`src/rtl/bcm_pkg.sv`:
```
// shared constants, types and a function for the battery cell monitor
`timescale 1ns / 1ps

package bcm_pkg;

  localparam int SAMPLE_W = 15;
  localparam int COUNT_W  = 4;
  localparam int OFFSET_W = 12;
  localparam int THRESH_W = 13;
  localparam int TOTAL_W  = 17;
  localparam int WARN_W   = 3;
  localparam int CFG_IDX_W  = 3;
  localparam int CFG_DATA_W = 13;

  localparam int MIN_CELLS_DEFAULT = 1;

  localparam int MV_PER_STEP    = 100;
  localparam int STEPS_PER_CELL = 42;
  localparam int DETECT_STEP    = MV_PER_STEP * STEPS_PER_CELL;
  localparam int DETECT_MAX     = (2 ** SAMPLE_W - 1) / DETECT_STEP;

  localparam int RECIP_SHIFT = 16;
  localparam int RECIP3      = ((2 ** RECIP_SHIFT) + 2) / 3;
  localparam int RECIP_W     = 15;
  localparam int THIRD_W     = 12;

  localparam int QUO_W = 16;

  typedef logic [CFG_IDX_W-1:0] cfg_idx_t;
  typedef logic [WARN_W-1:0]    warn_t;

  localparam cfg_idx_t REG_CELL_MODE    = 3'd0;
  localparam cfg_idx_t REG_MANUAL_COUNT = 3'd1;
  localparam cfg_idx_t REG_OFFSET       = 3'd2;
  localparam cfg_idx_t REG_LOW_CELL     = 3'd3;
  localparam cfg_idx_t REG_GRADUAL_TOP  = 3'd4;

  localparam warn_t WARN_NONE     = 3'd0;
  localparam warn_t WARN_SUBTLE   = 3'd1;
  localparam warn_t WARN_SLOW     = 3'd2;
  localparam warn_t WARN_RAPID    = 3'd3;
  localparam warn_t WARN_CRITICAL = 3'd4;

  // floor(v / 4200) + 1 by independent threshold compares
  function automatic logic [COUNT_W-1:0] detect_count(input logic [SAMPLE_W-1:0] v);
    logic [COUNT_W-1:0] n;
    n = COUNT_W'(1);
    for (int k = 1; k <= DETECT_MAX; k++) begin
      if ({1'b0, v} >= (SAMPLE_W + 1)'(k * DETECT_STEP)) begin
        n = COUNT_W'(k + 1);
      end
    end
    return n;
  endfunction

endpackage

```
`src/rtl/battery_cell_monitor.sv`:
```
// battery cell monitor top level: state, sequencer and shared restoring divider
`timescale 1ns / 1ps

//  channel   signals                                           direction
//  in        in_valid, in_ready, command, sample_mv             input transaction
//  out       out_valid, out_ready, cells, total_mv,             output transaction
//            per_cell_mv, is_low, warn_level
//  cfg       cfg_wen, cfg_index, cfg_data                      register write
//
//  each transaction runs from accept through ST_PREP, which forms the total, ST_DIV,
//  which runs the shared subtract unit one quotient bit at a time, and ST_WARN, which
//  grades the per-cell voltage. in_ready is high only while idle, so a new transaction
//  is not accepted until the previous one has left ST_WARN.
//  the result sits in an output register, so a new transaction is taken while it waits;
//  a finished result waits in the grading step only while the register is still full.
//  rst is synchronous and restores register defaults and clears the stored state.

module battery_cell_monitor #(
  parameter int MIN_CELLS = bcm_pkg::MIN_CELLS_DEFAULT
) (
  input  logic                              clk,
  input  logic                              rst,
  input  logic                              in_valid,
  output logic                              in_ready,
  input  logic                              command,
  input  logic [bcm_pkg::SAMPLE_W-1:0]      sample_mv,
  output logic                              out_valid,
  input  logic                              out_ready,
  output logic [bcm_pkg::COUNT_W-1:0]       cells,
  output logic signed [bcm_pkg::TOTAL_W-1:0] total_mv,
  output logic signed [bcm_pkg::TOTAL_W-1:0] per_cell_mv,
  output logic                              is_low,
  output logic [bcm_pkg::WARN_W-1:0]        warn_level,
  input  logic                              cfg_wen,
  input  logic [bcm_pkg::CFG_IDX_W-1:0]     cfg_index,
  input  logic [bcm_pkg::CFG_DATA_W-1:0]    cfg_data
);

  localparam logic [1:0] ST_IDLE = 2'd0;
  localparam logic [1:0] ST_PREP = 2'd1;
  localparam logic [1:0] ST_DIV  = 2'd2;
  localparam logic [1:0] ST_WARN = 2'd3;

  localparam int TW = bcm_pkg::TOTAL_W;
  localparam int QW = bcm_pkg::QUO_W;
  localparam int CW = bcm_pkg::COUNT_W;
  localparam int HW = bcm_pkg::THRESH_W;
  localparam int SW = $clog2(QW);

  logic [1:0] state;

  logic                          cell_mode;
  logic [CW-1:0]                 manual_cell_count;
  logic signed [bcm_pkg::OFFSET_W-1:0] offset_mv;
  logic [HW-1:0]                 low_cell_mv;
  logic [HW-1:0]                 gradual_top_mv;

  logic [bcm_pkg::SAMPLE_W-1:0]  stored_mv;
  logic [CW-1:0]                 cell_total;

  logic signed [TW-1:0]          total_r;
  logic                          neg;
  logic [QW-1:0]                 quo;
  logic [CW-1:0]                 rem;
  logic [SW-1:0]                 step;
  logic [bcm_pkg::THIRD_W-1:0]   third;

  logic [CW-1:0]                 detected;
  logic signed [TW-1:0]          sum;
  logic [TW-1:0]                 mag;
  logic [HW:0]                   span;
  logic [HW+bcm_pkg::RECIP_W-1:0] prod;
  logic [CW:0]                   rem_shift;
  logic [CW:0]                   rem_sub;
  logic                          take;
  logic [TW-1:0]                 quo_neg;
  logic signed [TW-1:0]          per_val;
  logic signed [TW:0]            per_x;
  logic [HW:0]                   bot_one;
  logic [HW:0]                   bot_two;
  logic                          low_flag;
  logic [bcm_pkg::WARN_W-1:0]    warn_val;
  logic                          out_free;

  assign in_ready = (state == ST_IDLE);
  assign out_free = !out_valid || out_ready;

  always_comb begin
    detected = bcm_pkg::detect_count(sample_mv);
    if (detected < CW'(MIN_CELLS)) begin
      detected = CW'(MIN_CELLS);
    end
  end

  // total and magnitude for the divider
  assign sum = $signed({2'b00, stored_mv}) +
               $signed({{(TW - bcm_pkg::OFFSET_W){offset_mv[bcm_pkg::OFFSET_W-1]}}, offset_mv});
  assign mag = sum[TW-1] ? TW'(-sum) : TW'(sum);

  // third of the gradual range by reciprocal multiply
  assign span = {1'b0, gradual_top_mv} - {1'b0, low_cell_mv};
  assign prod = span[HW-1:0] * bcm_pkg::RECIP_W'(bcm_pkg::RECIP3);

  // shared subtract unit
  assign rem_shift = {rem, quo[QW-1]};
  assign take      = rem_shift >= {1'b0, cell_total};
  assign rem_sub   = rem_shift - {1'b0, cell_total};

  always_comb begin
    quo_neg = TW'(-$signed({1'b0, quo}));
    if (cell_total == '0) begin
      per_val = total_r;
    end else if (neg) begin
      per_val = $signed(quo_neg);
    end else begin
      per_val = $signed({1'b0, quo});
    end
    per_x   = {per_val[TW-1], per_val};
    bot_one = {1'b0, low_cell_mv} + {2'b00, third[bcm_pkg::THIRD_W-1:0]};
    bot_two = bot_one + {2'b00, third};
    low_flag = (cell_total == '0) ||
               (per_x <= $signed({{(TW-HW){1'b0}}, low_cell_mv}));
    if (low_flag) begin
      warn_val = bcm_pkg::WARN_CRITICAL;
    end else if ((per_x > $signed({{(TW-HW){1'b0}}, gradual_top_mv})) ||
                 (gradual_top_mv <= low_cell_mv)) begin
      warn_val = bcm_pkg::WARN_NONE;
    end else if (per_x <= $signed({{(TW-HW-1){1'b0}}, bot_one})) begin
      warn_val = bcm_pkg::WARN_RAPID;
    end else if (per_x <= $signed({{(TW-HW-1){1'b0}}, bot_two})) begin
      warn_val = bcm_pkg::WARN_SLOW;
    end else begin
      warn_val = bcm_pkg::WARN_SUBTLE;
    end
  end

  always_ff @(posedge clk) begin
    if (rst) begin
      state             <= ST_IDLE;
      cell_mode         <= 1'b0;
      manual_cell_count <= '0;
      offset_mv         <= '0;
      low_cell_mv       <= HW'(3300);
      gradual_top_mv    <= HW'(3700);
      stored_mv         <= '0;
      cell_total        <= '0;
      out_valid         <= 1'b0;
    end else begin
      if (out_valid && out_ready && (state != ST_WARN)) begin
        out_valid <= 1'b0;
      end
      if (cfg_wen) begin
        unique case (cfg_index)
          bcm_pkg::REG_CELL_MODE:    cell_mode         <= cfg_data[0];
          bcm_pkg::REG_MANUAL_COUNT: manual_cell_count <= cfg_data[CW-1:0];
          bcm_pkg::REG_OFFSET:       offset_mv         <= $signed(cfg_data[bcm_pkg::OFFSET_W-1:0]);
          bcm_pkg::REG_LOW_CELL:     low_cell_mv       <= cfg_data[HW-1:0];
          bcm_pkg::REG_GRADUAL_TOP:  gradual_top_mv    <= cfg_data[HW-1:0];
          default: ;
        endcase
      end
      unique case (state)
        ST_IDLE: begin
          if (in_valid) begin
            if (!command) begin
              stored_mv <= sample_mv;
            end else if (!cell_mode) begin
              cell_total        <= detected;
              manual_cell_count <= detected;
            end else begin
              cell_total <= manual_cell_count;
            end
            state <= ST_PREP;
          end
        end
        ST_PREP: begin
          total_r <= sum;
          neg     <= sum[TW-1];
          quo     <= mag[QW-1:0];
          rem     <= '0;
          step    <= '0;
          third   <= prod[bcm_pkg::RECIP_SHIFT +: bcm_pkg::THIRD_W];
          state   <= ST_DIV;
        end
        ST_DIV: begin
          quo  <= {quo[QW-2:0], take};
          rem  <= take ? rem_sub[CW-1:0] : rem_shift[CW-1:0];
          step <= step + 1'b1;
          if (step == SW'(QW - 1)) begin
            state <= ST_WARN;
          end
        end
        ST_WARN: begin
          if (out_free) begin
            cells       <= cell_total;
            total_mv    <= total_r;
            per_cell_mv <= per_val;
            is_low      <= low_flag;
            warn_level  <= warn_val;
            out_valid   <= 1'b1;
            state       <= ST_IDLE;
          end
        end
        default: state <= ST_IDLE;
      endcase
    end
  end

endmodule
```
`config.mk`:
```
export PLATFORM = sky130hd
export DESIGN_NAME = battery_cell_monitor
export DESIGN_NICKNAME = d
export VERILOG_FILES = /design/src/rtl/bcm_pkg.sv /design/src/rtl/battery_cell_monitor.sv
export SDC_FILE = /design/constraint.sdc
export NUM_CORES = 1
export LEC_CHECK = 0
export ABC_AREA = 1
export BUFFER_PORTS_ARGS = -buffer_cell sky130_fd_sc_hd__buf_2
export CORE_MARGIN = 4
export CORE_UTILIZATION = 45
export CTS_CLUSTER_DIAMETER = 60
export DETAILED_ROUTE_END_ITERATION = 7
export PLACE_DENSITY = 0.6
export SLEW_MARGIN = 20
export SYNTH_ARGS = -nofsm -noshare
export SYNTH_HDL_FRONTEND = slang
export SYNTH_SLANG_ARGS = --single-unit
```
`constraint.sdc`:
```
create_clock -name clk -period 6.7 [get_ports clk]
set_input_delay 0.335 -clock clk [delete_from_list [all_inputs] [get_ports clk]]
set_output_delay 0.335 -clock clk [all_outputs]
set_load 0.02 [all_outputs]
```
==> results.ini <==
[logic_synthesis]
syn-num-nets=2105
synth_warnings=0
syn_area_mm2=0.0142
synth.yosys.seq_area_share_pct=29.2
synthTopCellsByArea=edfxtp_1 20%, ha_1 17%, dfxtp_1 9.2%
synth_ff_type=edfxtp_1
synth-edff-count=95
synth_top_area_share_pct=20.1
synth-async-reset-ratio_pct=0
ys_top_cells_by_count=343 x nand2_1, 337 x inv_1, 190 x ha_1, 147 x nor2_1, 132 x a21oi_1
syn_avg_cell_area_um2=7.78
synth.largest_area_cell=edfxtp_1
ys_types=58
postSynthCellCount=1827
synth_most_common_cell=nand2_1
synth-seq-cells=160

[setup_path]
crit_family=adder cells
rr_startpoint=low_cell_mv[2]
critPathRequiredTime_ps=6900
arrival_ps=6480
path_max_fanout=4
rr_endpoint=third[11]
cp_num_buf_inv=7
crit_path_frequent_cell=inv_1
crit_start=low_cell_mv[2]
reg2reg_slack_ps=410
path_class=register to register
start_kind=register
crit_path_end_kind=register
crit_slowest_cell=fa_1
cpPeakStageDelay_ps=600
r2r_cells=30

[die]
initial_core_util_pct=46.0
core_mm2=0.0309
rows=64
dieHeight_um=186
pin_count=81
die_w_um=186
die_area_mm2=0.0345

[timing]
skew_ps=16.0
drv_slew=0
tns_ps=0
fmax_mhz=159
worstMarginPinSlew_ps=1020
hold_violations=0
finalCriticalPeriod_ps=6290
period_share_pct=93.8
setup_viol=0
relSlewSlack_pct=31.1
rsz0062_at_grt=no

[place]
dp_hpwl_um=31100
port_buffers=80
place.gp.congestion=0.884

[cts]
clk_pin_slew_ps=80
h-tree-depth=4
clock_latency_ps=440
clock-sinks=160
cts_tree=done
clk_path_buf_depth=2
cts_root_buffer=clkbuf_16
cts_buffers=17

[power_and_ir_drop]
power_mw=8.99
power_density_mw_per_mm2=571
ir_drop_mv=0.508
leakagePower_nw=7.82

[hold_path]
hold_start=sample_mv[2]
holdPathStages=3
hold_class=input pin to register
hold_end=stored_mv[2]

[layout]
fin_nets=2191
area_growth_pct=10.7
n_antenna_cell=0
drive_gt1_share_pct=9.24

[drt]
wl_per_cell_um=16.4
route.detailed.drc=0
wl_met2_um=15700
viasPerCell=5.24
wl_met3_um=2310
drtIter0Drc=965
via_count=12200
wl_met1_um=19400
routed_wl_um=38000
drt_pass1_iterations=7
highest_layer=met4
ant_nets=0

[outcome]
status=complete, no violations

[grt]
grt_pass1_wl_um=61700
gr-total-overflow=0
antenna_found_initial=0
grt_pass1_vias=11500
grt_start_max_net_pins=54
grt_usage_pct=22.6

[flow_run]
timing.max_cap.violations=0

==> placed cells by master, fill, tap and decap left out, types with 65 or more instances in the layout <==
| cell type | n |
|---|---|
| buf_2 | 80 |
| edfxtp_1 | 95 |
| a21oi_1 | 131 |
| nand2_1 | 343 |
| ha_1 | 190 |
| nand3_1 | 97 |
| dfxtp_1 | 65 |
| nor2_1 | 145 |
| o21ai_0 | 93 |
| inv_1 | 337 |
==> per-stage QoR <==
step | cells | hold WS, ps | util (%) | worst slack, ps | instance area (um2)
2_1_floorplan | 1827 | 418 | - | 927 | 14200
3_3_place_gp | 2288 | 431 | 48.9 | 536 | 15100
3_5_place_dp | 2288 | 434 | 48.9 | 364 | 15100
4_1_cts | 2320 | 97.3 | 50.8 | 365 | 15700
5_1_grt | 2322 | 108 | 50.9 | 2.82 | 15700
6_report | 2322 | 109 | 50.9 | 413 | 15700
==> power breakdown <==
part	internal, mW	switching (mW)	leakage, nW
clock	0.511	0.500	0.298
combinational	2.41	4.05	6.11
sequential	1.39	0.125	1.41
total	4.31	4.68	7.82
==> tightest hold or removal path: stages <==
cell and delay (ps):
buf_2 70, nor2_1 30, nor2_1 80
==> how the worst max path moves through the flow <==
stage                            to  slack (ps)  cells past startpoint
after detailed placement   third[9]         360                     30
after CTS                  third[9]         360                     30
final                     third[11]         410                     30
after floorplan            third[6]         930                     28
after global routing       third[7]           3                     28
after global placement    third[11]         540                     27
==> per-layer routing <==
| metal | global-route usage, % | up-vias |
|---|---|---|
| met5 | 0 | - |
| li1 | - | 6174 |
| met4 | 4.75 | 0 |
| met2 | 32.9 | 332 |
| met1 | 35.2 | 5630 |
| met3 | 3.75 | 35 |
==> kinds of logic after synthesis <==
| family | count (synthesis) | synth area share (%) |
|---|---|---|
| AOI/OAI and AO/OA | 320 | 12.6 |
| xor gates and xnor gates | 58 | 3.83 |
| adders and majority gates | 241 | 23.9 |
| buffers and inverters | 373 | 9.93 |
| DFF | 160 | 29.2 |
| and+or+nand+nor | 675 | 20.5 |
==> final cells by class <==
class                      instances  area (um2)
clock buffer                      17         425
tap                              396         495
inverter                         345        1300
clock inverter                    15         183
multi-input combinational       1294        8670
timing repair buffer              95         513
sequential                       160        4150
fill                            3036       15200
==> timing repair <==
action                                  4_1_cts  5_1_grt
endpoints found under the setup margin        0        6
buffers inserted                              0        2
gates resized for setup                       0        5
hold buffers                                  0        0
hold endpoints to repair                      0        0
==> flip-flops by register name, summed over array words and instances, names as in the netlist, 12 cells and up <==
register and flops:
per_cell_mv 17, total_mv 17, total_r 17, quo 16
stored_mv 15, gradual_top_mv 13, low_cell_mv 13, offset_mv 12
third 12
(Power assumes the default switching activity.)
